==> src/rtl/wcss_pkg.sv <==
// Package for the wash-cycle stepper sequencer: codes, register map,
// configuration and result types. No dependencies.
package wcss_pkg;

  localparam int unsigned TurnW  = 10;
  localparam int unsigned TickW  = 3;
  localparam int unsigned CoilW  = 4;
  localparam int unsigned FlagW  = 5;
  localparam int unsigned AddrW  = 5;
  localparam int unsigned DataW  = 32;

  localparam logic [TurnW-1:0] NormalTurnsRst   = 10'd1000;
  localparam logic [TurnW-1:0] PrewashTurnsRst  = 10'd300;
  localparam logic [TurnW-1:0] SpinTurnsRst     = 10'd500;
  localparam logic [TickW-1:0] WashSlowTicksRst = 3'd5;
  localparam logic [TickW-1:0] SpinSlowTicksRst = 3'd2;
  localparam logic [TickW-1:0] FastTicksRst     = 3'd1;

  // Button flag bit positions.
  localparam int unsigned BtnPower   = 0;
  localparam int unsigned BtnSpeed   = 1;
  localparam int unsigned BtnNormal  = 2;
  localparam int unsigned BtnPrewash = 3;
  localparam int unsigned BtnSpin    = 4;

  typedef enum logic {
    OP_TICK   = 1'b0,
    OP_BUTTON = 1'b1
  } op_e;

  typedef enum logic [1:0] {
    PROG_NONE    = 2'd0,
    PROG_NORMAL  = 2'd1,
    PROG_PREWASH = 2'd2,
    PROG_SPIN    = 2'd3
  } prog_e;

  typedef enum logic [2:0] {
    REG_NORMAL_TURNS    = 3'd0,
    REG_PREWASH_TURNS   = 3'd1,
    REG_SPIN_TURNS      = 3'd2,
    REG_WASH_SLOW_TICKS = 3'd3,
    REG_SPIN_SLOW_TICKS = 3'd4,
    REG_FAST_TICKS      = 3'd5
  } reg_e;

  typedef struct packed {
    logic [TurnW-1:0] normal_turns;
    logic [TurnW-1:0] prewash_turns;
    logic [TurnW-1:0] spin_turns;
    logic [TickW-1:0] wash_slow_ticks;
    logic [TickW-1:0] spin_slow_ticks;
    logic [TickW-1:0] fast_ticks;
  } cfg_t;

  typedef struct packed {
    logic [CoilW-1:0] coil_drive;
    logic             power_on;
    logic             slow_mode;
    logic             running;
    logic [1:0]       selected_program;
  } res_t;

endpackage

==> src/rtl/wcss_if.sv <==
// Valid/ready channel interfaces for input words and result words.
// Depends on nothing; widths match wcss_pkg.
interface wcss_in_if;
  logic       valid;
  logic       ready;
  logic       opcode;
  logic [4:0] button_flags;

  modport source (output valid, output opcode, output button_flags, input ready);
  modport sink (input valid, input opcode, input button_flags, output ready);
endinterface

interface wcss_out_if;
  logic       valid;
  logic       ready;
  logic [3:0] coil_drive;
  logic       power_on;
  logic       slow_mode;
  logic       running;
  logic [1:0] selected_program;

  modport source (output valid, output coil_drive, output power_on, output slow_mode,
                  output running, output selected_program, input ready);
  modport sink (input valid, input coil_drive, input power_on, input slow_mode,
                input running, input selected_program, output ready);
endinterface

==> src/rtl/wash_cycle_stepper_sequencer_top.sv <==
// Wash-cycle stepper sequencer, top level.
// An accepted input word reaches its result word through the input, then the result register.
// Throughput is one word per cycle while result_o.ready holds, limited by the state update.
// Input and result registers decouple both sides, so one word is taken while a result waits.
// Reset (rst_ni low, asynchronous) clears the pipeline, the state and loads register defaults.
// Depends on wcss_pkg, wcss_if, wcss_cfg and wcss_core.
module wash_cycle_stepper_sequencer_top (
  input  logic                       clk_i,
  input  logic                       rst_ni,
  wcss_in_if.sink                    item_i,
  wcss_out_if.source                 result_o,
  input  logic                       psel,
  input  logic                       penable,
  input  logic                       pwrite,
  input  logic [wcss_pkg::AddrW-1:0] paddr,
  input  logic [wcss_pkg::DataW-1:0] pwdata,
  output logic [wcss_pkg::DataW-1:0] prdata,
  output logic                       pready
);
  import wcss_pkg::*;

  logic             in_valid_q;
  logic             opcode_q;
  logic [FlagW-1:0] flags_q;
  logic             out_valid_q;
  res_t             res_q;
  res_t             res;
  cfg_t             cfg;
  logic             fire;

  assign pready = 1'b1;

  wcss_cfg u_cfg (
    .clk_i   (clk_i),
    .rst_ni  (rst_ni),
    .psel    (psel),
    .penable (penable),
    .pwrite  (pwrite),
    .paddr   (paddr),
    .pwdata  (pwdata),
    .prdata  (prdata),
    .cfg_o   (cfg)
  );

  // A word moves from the input register into the result register when the latter
  // is empty or being drained in the same cycle.
  assign fire         = in_valid_q && (!out_valid_q || result_o.ready);
  assign item_i.ready = !in_valid_q || fire;

  wcss_core u_core (
    .clk_i    (clk_i),
    .rst_ni   (rst_ni),
    .step_i   (fire),
    .opcode_i (opcode_q),
    .flags_i  (flags_q),
    .cfg_i    (cfg),
    .res_o    (res)
  );

  always_ff @(posedge clk_i or negedge rst_ni) begin
    if (!rst_ni) begin
      in_valid_q  <= 1'b0;
      out_valid_q <= 1'b0;
    end else begin
      if (item_i.ready) in_valid_q <= item_i.valid;
      if (fire) out_valid_q <= 1'b1;
      else if (result_o.ready) out_valid_q <= 1'b0;
    end
  end

  always_ff @(posedge clk_i) begin
    if (item_i.ready && item_i.valid) begin
      opcode_q <= item_i.opcode;
      flags_q  <= item_i.button_flags;
    end
    if (fire) res_q <= res;
  end

  assign result_o.valid            = out_valid_q;
  assign result_o.coil_drive       = res_q.coil_drive;
  assign result_o.power_on         = res_q.power_on;
  assign result_o.slow_mode        = res_q.slow_mode;
  assign result_o.running          = res_q.running;
  assign result_o.selected_program = res_q.selected_program;
endmodule

==> src/rtl/wcss_cfg.sv <==
// APB-style configuration register file for the sequencer.
// Depends on wcss_pkg.
module wcss_cfg (
  input  logic                       clk_i,
  input  logic                       rst_ni,
  input  logic                       psel,
  input  logic                       penable,
  input  logic                       pwrite,
  input  logic [wcss_pkg::AddrW-1:0] paddr,
  input  logic [wcss_pkg::DataW-1:0] pwdata,
  output logic [wcss_pkg::DataW-1:0] prdata,
  output wcss_pkg::cfg_t             cfg_o
);
  import wcss_pkg::*;

  cfg_t cfg_q, cfg_d;
  reg_e idx;
  logic wr_en;

  assign idx   = reg_e'(paddr[AddrW-1:2]);
  assign wr_en = psel && penable && pwrite;

  always_comb begin
    cfg_d = cfg_q;
    if (wr_en) begin
      unique case (idx)
        REG_NORMAL_TURNS:    cfg_d.normal_turns    = pwdata[TurnW-1:0];
        REG_PREWASH_TURNS:   cfg_d.prewash_turns   = pwdata[TurnW-1:0];
        REG_SPIN_TURNS:      cfg_d.spin_turns      = pwdata[TurnW-1:0];
        REG_WASH_SLOW_TICKS: cfg_d.wash_slow_ticks = pwdata[TickW-1:0];
        REG_SPIN_SLOW_TICKS: cfg_d.spin_slow_ticks = pwdata[TickW-1:0];
        REG_FAST_TICKS:      cfg_d.fast_ticks      = pwdata[TickW-1:0];
        default:             cfg_d = cfg_q;
      endcase
    end
  end

  always_comb begin
    unique case (idx)
      REG_NORMAL_TURNS:    prdata = DataW'(cfg_q.normal_turns);
      REG_PREWASH_TURNS:   prdata = DataW'(cfg_q.prewash_turns);
      REG_SPIN_TURNS:      prdata = DataW'(cfg_q.spin_turns);
      REG_WASH_SLOW_TICKS: prdata = DataW'(cfg_q.wash_slow_ticks);
      REG_SPIN_SLOW_TICKS: prdata = DataW'(cfg_q.spin_slow_ticks);
      REG_FAST_TICKS:      prdata = DataW'(cfg_q.fast_ticks);
      default:             prdata = '0;
    endcase
  end

  always_ff @(posedge clk_i or negedge rst_ni) begin
    if (!rst_ni) begin
      cfg_q.normal_turns    <= NormalTurnsRst;
      cfg_q.prewash_turns   <= PrewashTurnsRst;
      cfg_q.spin_turns      <= SpinTurnsRst;
      cfg_q.wash_slow_ticks <= WashSlowTicksRst;
      cfg_q.spin_slow_ticks <= SpinSlowTicksRst;
      cfg_q.fast_ticks      <= FastTicksRst;
    end else begin
      cfg_q <= cfg_d;
    end
  end

  assign cfg_o = cfg_q;
endmodule

==> src/rtl/wcss_core.sv <==
// Sequencer state and the single-pass update for one word (tick or button).
// Depends on wcss_pkg.
module wcss_core (
  input  logic                       clk_i,
  input  logic                       rst_ni,
  input  logic                       step_i,
  input  logic                       opcode_i,
  input  logic [wcss_pkg::FlagW-1:0] flags_i,
  input  wcss_pkg::cfg_t             cfg_i,
  output wcss_pkg::res_t             res_o
);
  import wcss_pkg::*;

  logic             power_q, power_d;
  logic             slow_q, slow_d;
  prog_e            sel_q, sel_d;
  logic             run_q, run_d;
  prog_e            rprog_q, rprog_d;
  logic             left_q, left_d;
  logic [TurnW-1:0] turns_q, turns_d;
  logic [1:0]       phase_q, phase_d;
  logic [TickW-1:0] pticks_q, pticks_d;
  logic [TickW-1:0] tpp_q, tpp_d;

  logic [CoilW-1:0] coil;
  logic [TickW-1:0] tick_sel;
  logic [TickW-1:0] pt_inc;
  logic [TurnW-1:0] rlim, llim;

  function automatic logic [CoilW-1:0] pattern(logic left, logic [1:0] ph);
    logic [CoilW-1:0] p;
    if (left) p = CoilW'(1) << ph;
    else      p = CoilW'(8) >> ph;
    return p;
  endfunction

  always_comb begin
    power_d  = power_q;
    slow_d   = slow_q;
    sel_d    = sel_q;
    run_d    = run_q;
    rprog_d  = rprog_q;
    left_d   = left_q;
    turns_d  = turns_q;
    phase_d  = phase_q;
    pticks_d = pticks_q;
    tpp_d    = tpp_q;
    coil     = '0;
    tick_sel = '0;
    pt_inc   = '0;
    rlim     = '0;
    llim     = '0;

    if (op_e'(opcode_i) == OP_BUTTON) begin
      power_d = power_q ^ flags_i[BtnPower];
      if (power_d) begin
        slow_d = slow_q ^ flags_i[BtnSpeed];
        priority if (flags_i[BtnSpin])    sel_d = PROG_SPIN;
        else if (flags_i[BtnPrewash])     sel_d = PROG_PREWASH;
        else if (flags_i[BtnNormal])      sel_d = PROG_NORMAL;
        else                              sel_d = sel_q;
      end
      coil = run_q ? pattern(left_q, phase_q) : '0;
    end else if (run_q || sel_q != PROG_NONE) begin
      if (!run_q) begin
        // Start tick: latch program and phase length, then fall into the turn start.
        run_d   = 1'b1;
        rprog_d = sel_q;
        if (slow_q) tick_sel = (sel_q == PROG_SPIN) ? cfg_i.spin_slow_ticks
                                                    : cfg_i.wash_slow_ticks;
        else        tick_sel = cfg_i.fast_ticks;
        tpp_d    = (tick_sel == '0) ? TickW'(1) : tick_sel;
        left_d   = 1'b0;
        turns_d  = '0;
        phase_d  = '0;
        pticks_d = '0;
      end

      unique case (rprog_d)
        PROG_NORMAL:  begin rlim = cfg_i.normal_turns;  llim = cfg_i.normal_turns;  end
        PROG_PREWASH: begin rlim = cfg_i.prewash_turns; llim = cfg_i.prewash_turns; end
        PROG_SPIN:    begin rlim = cfg_i.spin_turns;    llim = '0;                  end
        default:      begin rlim = '0;                  llim = '0;                  end
      endcase

      if (phase_d == '0 && pticks_d == '0) begin
        if (!left_d && turns_d >= rlim) begin
          left_d  = 1'b1;
          turns_d = '0;
        end
        if ((left_d && turns_d >= llim) || !power_q) begin
          run_d    = 1'b0;
          left_d   = 1'b0;
          turns_d  = '0;
          phase_d  = '0;
          pticks_d = '0;
          sel_d    = PROG_NONE;
        end
      end

      if (run_d) begin
        coil   = pattern(left_d, phase_d);
        pt_inc = pticks_d + TickW'(1);
        if (pt_inc >= tpp_d || pt_inc == '0) begin
          pticks_d = '0;
          phase_d  = phase_d + 2'd1;
          if (phase_d == '0) turns_d = turns_d + TurnW'(1);
        end else begin
          pticks_d = pt_inc;
        end
      end
    end
  end

  always_ff @(posedge clk_i or negedge rst_ni) begin
    if (!rst_ni) begin
      power_q  <= 1'b0;
      slow_q   <= 1'b0;
      sel_q    <= PROG_NONE;
      run_q    <= 1'b0;
      rprog_q  <= PROG_NONE;
      left_q   <= 1'b0;
      turns_q  <= '0;
      phase_q  <= '0;
      pticks_q <= '0;
      tpp_q    <= TickW'(1);
    end else if (step_i) begin
      power_q  <= power_d;
      slow_q   <= slow_d;
      sel_q    <= sel_d;
      run_q    <= run_d;
      rprog_q  <= rprog_d;
      left_q   <= left_d;
      turns_q  <= turns_d;
      phase_q  <= phase_d;
      pticks_q <= pticks_d;
      tpp_q    <= tpp_d;
    end
  end

  assign res_o.coil_drive       = coil;
  assign res_o.power_on         = power_d;
  assign res_o.slow_mode        = slow_d;
  assign res_o.running          = run_d;
  assign res_o.selected_program = sel_d;
endmodule

==> src/flat_wrapper.sv <==
// flat-port wrapper written by rule: the top's interface ports become plain ports
module wash_cycle_stepper_sequencer_top_flat import wcss_pkg::*;
  (clk_i, rst_ni, psel, penable, pwrite, paddr, pwdata, prdata, pready, item_i_valid, item_i_opcode, item_i_button_flags, item_i_ready, result_o_valid, result_o_coil_drive, result_o_power_on, result_o_slow_mode, result_o_running, result_o_selected_program, result_o_ready);
  wcss_in_if item_i_i ();
  wcss_out_if result_o_i ();
  input  logic clk_i;
  input  logic rst_ni;
  input  logic psel;
  input  logic penable;
  input  logic pwrite;
  input  logic [wcss_pkg::AddrW-1:0] paddr;
  input  logic [wcss_pkg::DataW-1:0] pwdata;
  output logic [wcss_pkg::DataW-1:0] prdata;
  output logic pready;
  input wire logic [$bits(item_i_i.valid)-1:0] item_i_valid;
  input wire logic [$bits(item_i_i.opcode)-1:0] item_i_opcode;
  input wire logic [$bits(item_i_i.button_flags)-1:0] item_i_button_flags;
  output wire logic [$bits(item_i_i.ready)-1:0] item_i_ready;
  output wire logic [$bits(result_o_i.valid)-1:0] result_o_valid;
  output wire logic [$bits(result_o_i.coil_drive)-1:0] result_o_coil_drive;
  output wire logic [$bits(result_o_i.power_on)-1:0] result_o_power_on;
  output wire logic [$bits(result_o_i.slow_mode)-1:0] result_o_slow_mode;
  output wire logic [$bits(result_o_i.running)-1:0] result_o_running;
  output wire logic [$bits(result_o_i.selected_program)-1:0] result_o_selected_program;
  input wire logic [$bits(result_o_i.ready)-1:0] result_o_ready;
  assign item_i_i.valid = item_i_valid;
  assign item_i_i.opcode = item_i_opcode;
  assign item_i_i.button_flags = item_i_button_flags;
  assign item_i_ready = item_i_i.ready;
  assign result_o_valid = result_o_i.valid;
  assign result_o_coil_drive = result_o_i.coil_drive;
  assign result_o_power_on = result_o_i.power_on;
  assign result_o_slow_mode = result_o_i.slow_mode;
  assign result_o_running = result_o_i.running;
  assign result_o_selected_program = result_o_i.selected_program;
  assign result_o_i.ready = result_o_ready;
  wash_cycle_stepper_sequencer_top u_core (.clk_i(clk_i), .rst_ni(rst_ni), .item_i(item_i_i), .result_o(result_o_i), .psel(psel), .penable(penable), .pwrite(pwrite), .paddr(paddr), .pwdata(pwdata), .prdata(prdata), .pready(pready));
endmodule
==> config.mk <==
export PLATFORM = sky130hd
export DESIGN_NAME = wash_cycle_stepper_sequencer_top_flat
export DESIGN_NICKNAME = d
export VERILOG_FILES = /design/src/rtl/wcss_pkg.sv /design/src/rtl/wcss_if.sv /design/src/rtl/wash_cycle_stepper_sequencer_top.sv /design/src/rtl/wcss_cfg.sv /design/src/rtl/wcss_core.sv /design/src/flat_wrapper.sv
export SDC_FILE = /design/constraint.sdc
export NUM_CORES = 1
export LEC_CHECK = 0
export ABC_AREA = 0
export BUFFER_PORTS_ARGS = -buffer_cell sky130_fd_sc_hd__buf_2
export CAP_MARGIN = 15
export CORE_MARGIN = 8
export CORE_UTILIZATION = 55
export DETAILED_ROUTE_END_ITERATION = 6
export MAX_ROUTING_LAYER = met4
export PLACE_DENSITY = 0.82
export SLEW_MARGIN = 25
export SYNTH_ARGS = -nofsm -noshare
export SYNTH_HDL_FRONTEND = slang
export SYNTH_SLANG_ARGS = --single-unit
==> constraint.sdc <==
create_clock -name clk_i -period 6.3 [get_ports clk_i]
set_input_delay 0.63 -clock clk_i [delete_from_list [all_inputs] [get_ports clk_i]]
set_output_delay 0.63 -clock clk_i [all_outputs]
set_load 0.01 [all_outputs]
==> summary.txt, run 1 <==
Synth
  – Sequential fraction of the synthesis area: 40.2%
  – Synthesized area: 0.00536 mm²
  – Distinct cell type count after synthesis: 58
  – Number of synthesized register bits: 82
  – Post-synth top flop: sky130_fd_sc_hd__dfrtp_1
  – Gate count after technology mapping: 553
  – Synthesis warning total: 0
  – Proportion of register bits with asynchronous set or reset after synthesis: 81.7%
  – Number of flops mapped to enable cells by yosys: 15
  – Mean cell area of the mapped netlist: between 9 and 10 µm²

Critical path
  – Maximum fanout along the worst path: 10
  – Launching element of the worst setup path: u_core.u_core.sel_q[0]
  – WS Path Type: flop to flop
  – Worst Setup End Kind: flop
  – CP Data Required Time: 6.56 ns
  – Reg-to-Reg End: u_core.u_core.turns_q[4]
  – Nature of the critical path startpoint: flop
  – Arrival time of the worst setup path: 5.98 ns
  – Number of cells traversed by the worst register-to-register path: 24
  – Last element of the critical path: u_core.u_core.turns_q[4]
  – Worst reg2reg startpoint: u_core.u_core.sel_q[0]
  – FF-to-FF setup slack: 0.59 ns

Clock network
  – Number of sinks handled by clock tree synthesis: 82
  – CTS Buf Count: 9
  – # Post-CTS Setup Buffers: 0
  – Clock tree root driver cell: sky130_fd_sc_hd__clkbuf_8
  – Post_cts resized: 0
  – Hold-fix buffer count after cts: 0
  – Number of levels the H-tree was split into: 3
  – Clock Tree Buf Depth: 2
  – Clock latency on the worst-skew pair: 0.36 ns
  – TritonCTS clock tree: done
  – Clock transition at the registers of the reported paths: 0.09 ns

Die
  – Initial cell density of the core: 55.6%
  – Placeable core region: approximately 0.0096 mm²
  – Overall die width: between 100 and 150 µm
  – Number of top-level pins: 94
  – Die Area: 0.0132 mm²
  – Number of rows created at floorplan: 36
  – Die H: 115 µm

Cells and area
  – Synth-to-layout area growth: 7.54%
  – Proportion of layout cells with a drive suffix above 1: 22.8%
  – Count of fill cells added during filler insertion: 818
  – Post-layout utilization of the core: about three fifths
  – Number of nets in the final layout: roughly 670
  – Number of antenna repair diodes: 0

Timing
  – Final-report max-slew violation count: 0
  – RSZ-0062 raised after global routing: false
  – Minimum period implied by the final worst setup slack: 5.71 ns
  – Final worst path period share: approximately nine tenths
  – Final number of setup-violating endpoints: 0
  – Final hold violations: 0
  – Least-Margin Pin Slew: 0.979 ns
  – Final sum of negative setup slack: 0 ns
  – Max-slew headroom: about a third
  – Maximum achievable frequency: 175 MHz
  – Clk_skew: 0.00717 ns

Global route
  – Antenna violations before repair: 0
  – Pin count of the biggest net entering global routing: just under 70
  – GRT overflow: 0
  – First-pass GRT wire length: 19.8 mm
  – Overall track demand over capacity in global routing: about a fifth
  – Vias in the first global route: about 4,200

Placed design
  – Port-buffer cells: 46
  – Final HPWL from detailed placement: 8.63 mm
  – Final weighted congestion of routability-driven global placement: 0.868

Outcome
  – Outcome: completed

Detailed routing
  – Wire per inst: 16.2 µm
  – Via count: just over 4,000
  – Antenna Nets Post-Route: 0
  – DR iter-0 viols: 205
  – Vias per cell: 5.69
  – Drt pass-1 iters: 4
  – Remaining design rule violation count: 0
  – Total detailed-routing wirelength: 11.7 mm

Min path
  – Worst min-delay path startpoint: item_i_button_flags[0]
  – Type of the worst min-delay path: primary input to flop

Pwr
  – VDD IR max: 0.169 mV
  – Leakage power summed over all cells: ~2.7 nW
  – PD cells: 381 mW/mm²

Job
  – Maxcap violations: 0
==> how the worst min path moves through the flow <==
stage | slack [ns] | to | cells after the start
detailed placement | 0.47 | u_core.u_core.pticks_q[2] | 2
CTS | 0.42 | u_core.flags_q[0] | 1
finish | 0.44 | u_core.flags_q[0] | 1
global placement | 0.45 | u_core.u_core.pticks_q[2] | 2
floorplan | 0.33 | u_core.in_valid_q | 0
global route | 0.41 | u_core.flags_q[4] | 1
==> metrics by stage <==
stage                     instances  setup WS [ns]  hold WS (ns)  instance area, µm²  total power, mW
after floorplan                 574          0.628         0.334                5440             1.60
after global placement          709          0.795         0.454                5580             1.77
after detailed placement        709          0.681         0.470                5580             1.81
after CTS                       725          0.634         0.418                5760             2.20
after global routing            725          0.116         0.412                5760             2.36
final                           725          0.585         0.435                5760             2.20
==> per-layer routing <==
metal | vias to the layer above | track usage, % | share of wire [%]
met2 | 120 | 30.7 | 48
met1 | 1987 | 23.1 | 45
met5 | - | - | 0
met4 | 0 | 8.06 | 2.1
met3 | 24 | 3.90 | 5.7
li1 | 1996 | - | -
==> critical path, cell delays in order (launching register included) <==
cell                       delay (ns)
sky130_fd_sc_hd__dfrtp_1         0.47
sky130_fd_sc_hd__mux2i_1         0.30
sky130_fd_sc_hd__inv_1           0.11
sky130_fd_sc_hd__ha_1            0.38
sky130_fd_sc_hd__a22o_1          0.31
sky130_fd_sc_hd__o21bai_1        0.14
sky130_fd_sc_hd__ha_1            0.26
sky130_fd_sc_hd__a21oi_1         0.17
sky130_fd_sc_hd__o21ai_0         0.12
sky130_fd_sc_hd__a31oi_1         0.35
sky130_fd_sc_hd__nand2_1         0.18
sky130_fd_sc_hd__and2_1          0.30
sky130_fd_sc_hd__or2_2           0.32
sky130_fd_sc_hd__ha_1            0.29
sky130_fd_sc_hd__clkinv_1        0.05
sky130_fd_sc_hd__a21boi_1        0.05
sky130_fd_sc_hd__o311ai_1        0.31
sky130_fd_sc_hd__nand3_1         0.23
sky130_fd_sc_hd__and3_4          0.28
sky130_fd_sc_hd__nor2_1          0.10
sky130_fd_sc_hd__ha_1            0.23
sky130_fd_sc_hd__nand2_1         0.13
sky130_fd_sc_hd__nor3_1          0.22
sky130_fd_sc_hd__xnor2_1         0.10
sky130_fd_sc_hd__o31ai_1         0.20
==> synthesized netlist by cell type (3+ instances only) <==
| library cell | count | area, µm² |
|---|---|---|
| sky130_fd_sc_hd__a31oi_1 | 7 | 43.8 |
| sky130_fd_sc_hd__ha_1 | 34 | 425 |
| sky130_fd_sc_hd__a22o_1 | 10 | 87.6 |
| sky130_fd_sc_hd__nor2b_1 | 7 | 43.8 |
| sky130_fd_sc_hd__mux2i_1 | 22 | 220 |
| sky130_fd_sc_hd__nand2_1 | 69 | 259 |
| sky130_fd_sc_hd__mux2_2 | 44 | 495 |
| sky130_fd_sc_hd__and2_1 | 16 | 100 |
| sky130_fd_sc_hd__o21bai_1 | 9 | 67.6 |
| sky130_fd_sc_hd__nand3_1 | 22 | 110 |
| sky130_fd_sc_hd__nor2_1 | 44 | 165 |
| sky130_fd_sc_hd__nand2b_1 | 7 | 43.8 |
| sky130_fd_sc_hd__buf_2 | 5 | 25.0 |
| sky130_fd_sc_hd__and3_1 | 7 | 43.8 |
| sky130_fd_sc_hd__edfxtp_1 | 15 | 450 |
| sky130_fd_sc_hd__nand3b_1 | 5 | 37.5 |
| sky130_fd_sc_hd__dfrtp_1 | 46 | 1150 |
| sky130_fd_sc_hd__o21ai_1 | 4 | 20.0 |
| sky130_fd_sc_hd__a22oi_1 | 4 | 30.0 |
| sky130_fd_sc_hd__dfstp_2 | 21 | 552 |
| sky130_fd_sc_hd__xnor2_1 | 8 | 70.1 |
| sky130_fd_sc_hd__clkbuf_1 | 13 | 48.8 |
| sky130_fd_sc_hd__o211ai_1 | 4 | 30.0 |
| sky130_fd_sc_hd__o21ai_0 | 12 | 60.1 |
| sky130_fd_sc_hd__o22ai_1 | 7 | 43.8 |
| sky130_fd_sc_hd__o221ai_1 | 3 | 26.3 |
| sky130_fd_sc_hd__o31ai_1 | 7 | 52.6 |
| sky130_fd_sc_hd__a21oi_1 | 22 | 110 |
| sky130_fd_sc_hd__buf_4 | 23 | 173 |
| sky130_fd_sc_hd__a21o_1 | 3 | 22.5 |
| sky130_fd_sc_hd__buf_1 | 4 | 15.0 |
| sky130_fd_sc_hd__inv_1 | 14 | 52.6 |
==> registers in the layout (all words and copies together) (netlist names), 2 cells and up <==
name,cells
u_core.u_cfg.cfg_o,39
u_core.u_core.rprog_q,2
u_core.u_core.phase_q,2
u_core.result_o.selected_program,2
u_core.u_core.sel_q,2
u_core.result_o.coil_drive,4
u_core.flags_q,5
u_core.u_core.turns_q,10
u_core.u_core.pticks_q,3
u_core.u_core.tpp_q,3
==> power breakdown <==
group	switching, mW	internal (mW)	total (mW)	leakage [nW]
registers	0.102	0.680	0.782	0.963
clock network	0.196	0.183	0.379	0.0914
logic	0.620	0.417	1.04	1.60
==> cells in the final DEF, fill, tap and decap left out, drive strengths merged, types with 3 or more instances in the layout <==
master | synthesis | layout
a21o | 3 | 3
conb | 2 | 23
o31ai | 8 | 8
clkinv | 1 | 3
dfrtp | 46 | 46
mux2 | 44 | 44
o221ai | 3 | 3
inv | 15 | 16
o21bai | 9 | 9
nor2b | 7 | 7
o22ai | 7 | 7
a22o | 10 | 10
a22oi | 4 | 4
o211ai | 4 | 4
nand3b | 5 | 5
mux2i | 22 | 22
xnor2 | 8 | 8
buf | 33 | 48
nor2 | 44 | 44
a31oi | 7 | 7
edfxtp | 15 | 15
clkbuf | 13 | 11
nand3 | 23 | 23
nor3 | 3 | 3
and3 | 8 | 8
nand2b | 7 | 7
o21ai | 16 | 16
dfstp | 21 | 21
and2 | 16 | 16
a21oi | 24 | 24
ha | 34 | 34
nand2 | 69 | 69
==> layout make-up <==
cell class / instances / area (µm²) / area share [%]
Clock inverter: 5 / 55.1 / 0.955
Tap cell: 133 / 166 / 2.89
Timing Repair Buffer: 48 / 245 / 4.25
Clock buffer: 11 / 131 / 2.28
Multi-Input combinational cell: 430 / 2950 / 51.2
Sequential cell: 82 / 2150 / 37.4
Inverter: 16 / 60.1 / 1.04
==> logic make-up after synthesis <==
group | after synthesis | synth area share [%]
and+or+nand+nor | 190 | 16.9
AOI/OAI and AO/OA | 107 | 13.6
DFF | 82 | 40.2
muxes | 66 | 13.4
buffers and inverters | 62 | 6.21
adders and majority gates | 34 | 7.94
xor gates and xnor gates | 10 | 1.63
other | 2 | 0.140
Power figures use the tool's default switching activity.
==> inputs of run 2 (changes only) <==
==> constraint.sdc (replaced) <==
create_clock -name clk_i -period 6.3 [get_ports clk_i]
set_input_delay 1.26 -clock clk_i [delete_from_list [all_inputs] [get_ports clk_i]]
set_output_delay 1.26 -clock clk_i [all_outputs]
set_load 0.01 [all_outputs]
==> run 2 against run 1 <==
- final area up 0.20%
- sequential power up 0.8%
- clock power about the same
- core utilization up 0.12 points
- via count about the same
- worst hold slack better by 0.054 ns
- combinational power about the same
- count of clock-buffer cells in the layout unchanged
- sequential share of layout area down 0.051 points
- non-clock buffer count up 1
- critical endpoint unchanged
- largest cell class unchanged
- largest power group unchanged
==> summary.txt, run 2 (same netlist as run 1, synthesis figures left out) <==
Global route
  – Global Route met3 Usage: 2.90% (-1.0 points)
  – Met2 global-route usage: 31.0% (+0.35 points)
  – Overall track demand over capacity in global routing: 18.8% (-0.32 points)
  – Vias in the first global route: 4,138 (-1.8%)
  – Antenna violations before repair: 0 (unchanged)
  – GRT Max-Usage Layer: met2
  – Pin count of the biggest net entering global routing: 68 (unchanged)
  – M1 GR Usage: 23.3% (+0.13 points)
  – First-pass GRT wire length: 19.5 mm (-1.5%)
  – GRT overflow: 0 (unchanged)

Clock network
  – TritonCTS clock tree: done
  – Clock transition at the registers of the reported paths: 0.09 ns (about the same)
  – Number of sinks handled by clock tree synthesis: 82 (unchanged)
  – Clock latency on the worst-skew pair: 0.36 ns (about the same)
  – Number of levels the H-tree was split into: 3 (unchanged)
  – # Post-CTS Setup Buffers: 0 (unchanged)
  – Clock tree root driver cell: sky130_fd_sc_hd__clkbuf_8
  – Clock Tree Buf Depth: 2 (unchanged)
  – CTS Buf Count: 9 (unchanged)
  – Hold-fix buffer count after cts: 0 (unchanged)

Cells and area
  – Flip-flop count of the largest register after layout: 39 (unchanged)
  – Number of nets in the final layout: 672 (+0.15%)
  – Synth-to-layout area growth: 7.75%
  – Most common cell after layout, fill and taps aside: sky130_fd_sc_hd__nand2_1
  – Highest-count cells in the layout ignoring fill and taps: 69 x sky130_fd_sc_hd__nand2_1, 46 x sky130_fd_sc_hd__buf_2, 45 x sky130_fd_sc_hd__dfrtp_1
  – Proportion of layout cells with a drive suffix above 1: 23.1% (+0.30 points)
  – Number of antenna repair diodes: 0 (unchanged)

Detailed routing
  – Remaining design rule violation count: 0 (unchanged)
  – Total detailed-routing wirelength: 11.7 mm (-0.10%)
  – Via count: 4,126 (-0.024%)
  – Antenna Nets Post-Route: 0 (unchanged)
  – DR iter-0 viols: 221 (+7.8%)
  – Vias per cell: 5.68 (-0.16%)
  – Drt pass-1 iters: 5 (+1)
  – Wire per inst: 16.2 µm (-0.24%)

Timing
  – Maximum achievable frequency: 176 MHz (+0.64%)
  – Final-report max-slew violation count: 0 (unchanged)
  – Final number of setup-violating endpoints: 0 (unchanged)
  – Max-slew headroom: 34.6% (+0.12 points)
  – Final sum of negative setup slack: 0 ns (unchanged)
  – Final worst path period share: 90.1% (-0.58 points)
  – Minimum period implied by the final worst setup slack: 5.68 ns (-0.0366 ns)
  – Least-Margin Pin Slew: 0.977 ns (-0.00179 ns)
  – Min setup slack post-route: 0.622 ns (+0.0366 ns)
  – Final hold violations: 0 (unchanged)
  – Clk_skew: 0.0108 ns (+0.00366 ns)
  – RSZ-0062 raised after global routing: false

Pwr
  – Leakage power summed over all cells: 2.66 nW (about the same)
  – VDD IR max: 0.219 mV (+30%)
  – Total design power: 2.20 mW (+0.16%)
  – PD cells: 381 mW/mm² (about the same)

Placed design
  – Worst slack, placed: 0.511 ns (-0.171 ns)
  – Final HPWL from detailed placement: 8.73 mm (+1.2%)
  – Port-buffer cells: 46 (unchanged)
  – Final weighted congestion of routability-driven global placement: 0.879 (+1.2%)

Job
  – Maxcap violations: 0 (unchanged)

Die
  – Number of rows created at floorplan: 36 (unchanged)
  – Initial cell density of the core: 55.6% (unchanged)
  – Die Area: 0.0132 mm² (unchanged)
  – Overall die width: 115 µm (unchanged)
  – Placeable core region: 0.00964 mm² (unchanged)
  – Die H: 115 µm (unchanged)
  – Number of top-level pins: 94 (unchanged)

Critical path
  – Arrival time of the worst setup path: 5.95 ns (-0.03 ns)
  – Maximum fanout along the worst path: 10 (unchanged)
  – Worst Setup End Kind: flop
  – CP Data Required Time: 6.57 ns (about the same)
  – Nature of the critical path startpoint: flop
  – WS Path Type: flop to flop

Outcome
  – Outcome: completed

Min path
  – Type of the worst min-delay path: flop to flop
==> run 2: repair_timing <==
| item | 4_1_cts | 5_1_grt |
|---|---|---|
| gates resized for setup | 0 | 2 |
| endpoints found under the hold margin | 0 | 0 |
| setup endpoints to repair | 0 | 1 |
==> run 2: power by group <==
| group | internal [mW] | switching, mW |
|---|---|---|
| clock | 0.183 | 0.197 |
| sequential | 0.680 | 0.107 |
| combinational | 0.421 | 0.614 |
| total | 1.28 | 0.918 |
==> run 2: through the flow <==
stage / area, µm² / hold slack [ns] / cells / utilization (%)
after detailed placement: 5590 / 0.470 / 710 / 57.9
final: 5780 / 0.489 / 726 / 59.9
after CTS: 5770 / 0.488 / 726 / 59.9
after global placement: 5590 / 0.454 / 710 / 57.9
after global routing: 5780 / 0.501 / 726 / 59.9
after floorplan: 5440 / 0.441 / 574 / -
==> run 2: worst paths after layout <==
kind | slack (ns) | depth (start not counted) | end | startpoint
min in group asynchronous | 1.07 | 2 | u_core.u_cfg.cfg_o[25] | rst_ni
min | 0.49 | 2 | u_core.u_core.pticks_q[0] | u_core.u_core.pticks_q[0]
max in group asynchronous | 4.62 | 2 | u_core.u_core.run_q | rst_ni
max reg2reg | 0.62 | 23 | u_core.u_core.turns_q[4] | u_core.u_core.run_q
max | 0.62 | 23 | u_core.u_core.turns_q[4] | u_core.u_core.run_q
min reg2reg | 0.49 | 2 | u_core.u_core.pticks_q[0] | u_core.u_core.pticks_q[0]
==> run 2: routing by layer <==
layer | part of all wire, % | routed length [µm] | up-vias
met5 | 0 | 0 | -
met2 | 49 | 5730 | 155
met3 | 6.2 | 726 | 12
met1 | 44 | 5150 | 1962
li1 | - | - | 1997
met4 | 1.0 | 121 | 0
==> run 2: critical path, cell delays in order, from the launching register on <==
cell,delay [ns]
sky130_fd_sc_hd__dfrtp_2,0.50
sky130_fd_sc_hd__mux2i_2,0.34
sky130_fd_sc_hd__inv_1,0.11
sky130_fd_sc_hd__ha_1,0.37
sky130_fd_sc_hd__a22o_1,0.30
sky130_fd_sc_hd__o21bai_1,0.17
sky130_fd_sc_hd__ha_1,0.26
sky130_fd_sc_hd__a21oi_1,0.13
sky130_fd_sc_hd__o21ai_0,0.10
sky130_fd_sc_hd__a31oi_1,0.33
sky130_fd_sc_hd__nand2_1,0.17
sky130_fd_sc_hd__and2_1,0.30
sky130_fd_sc_hd__or2_2,0.32
sky130_fd_sc_hd__ha_1,0.30
sky130_fd_sc_hd__clkinv_1,0.05
sky130_fd_sc_hd__a21boi_1,0.05
sky130_fd_sc_hd__o311ai_1,0.32
sky130_fd_sc_hd__nand3_1,0.23
sky130_fd_sc_hd__a31oi_1,0.32
sky130_fd_sc_hd__ha_1,0.27
sky130_fd_sc_hd__nand2_1,0.14
sky130_fd_sc_hd__nor3_1,0.22
sky130_fd_sc_hd__xnor2_1,0.10
sky130_fd_sc_hd__o31ai_1,0.20
==> run 2: layout make-up <==
cell class,count,area [µm²]
Multi-Input combinational cell,430,2960
Clock inverter,5,53.8
Timing Repair Buffer,49,253
Fill cell,817,3860
Tap cell,133,166
Inverter,16,60.1
Clock buffer,11,131
Sequential cell,82,2150
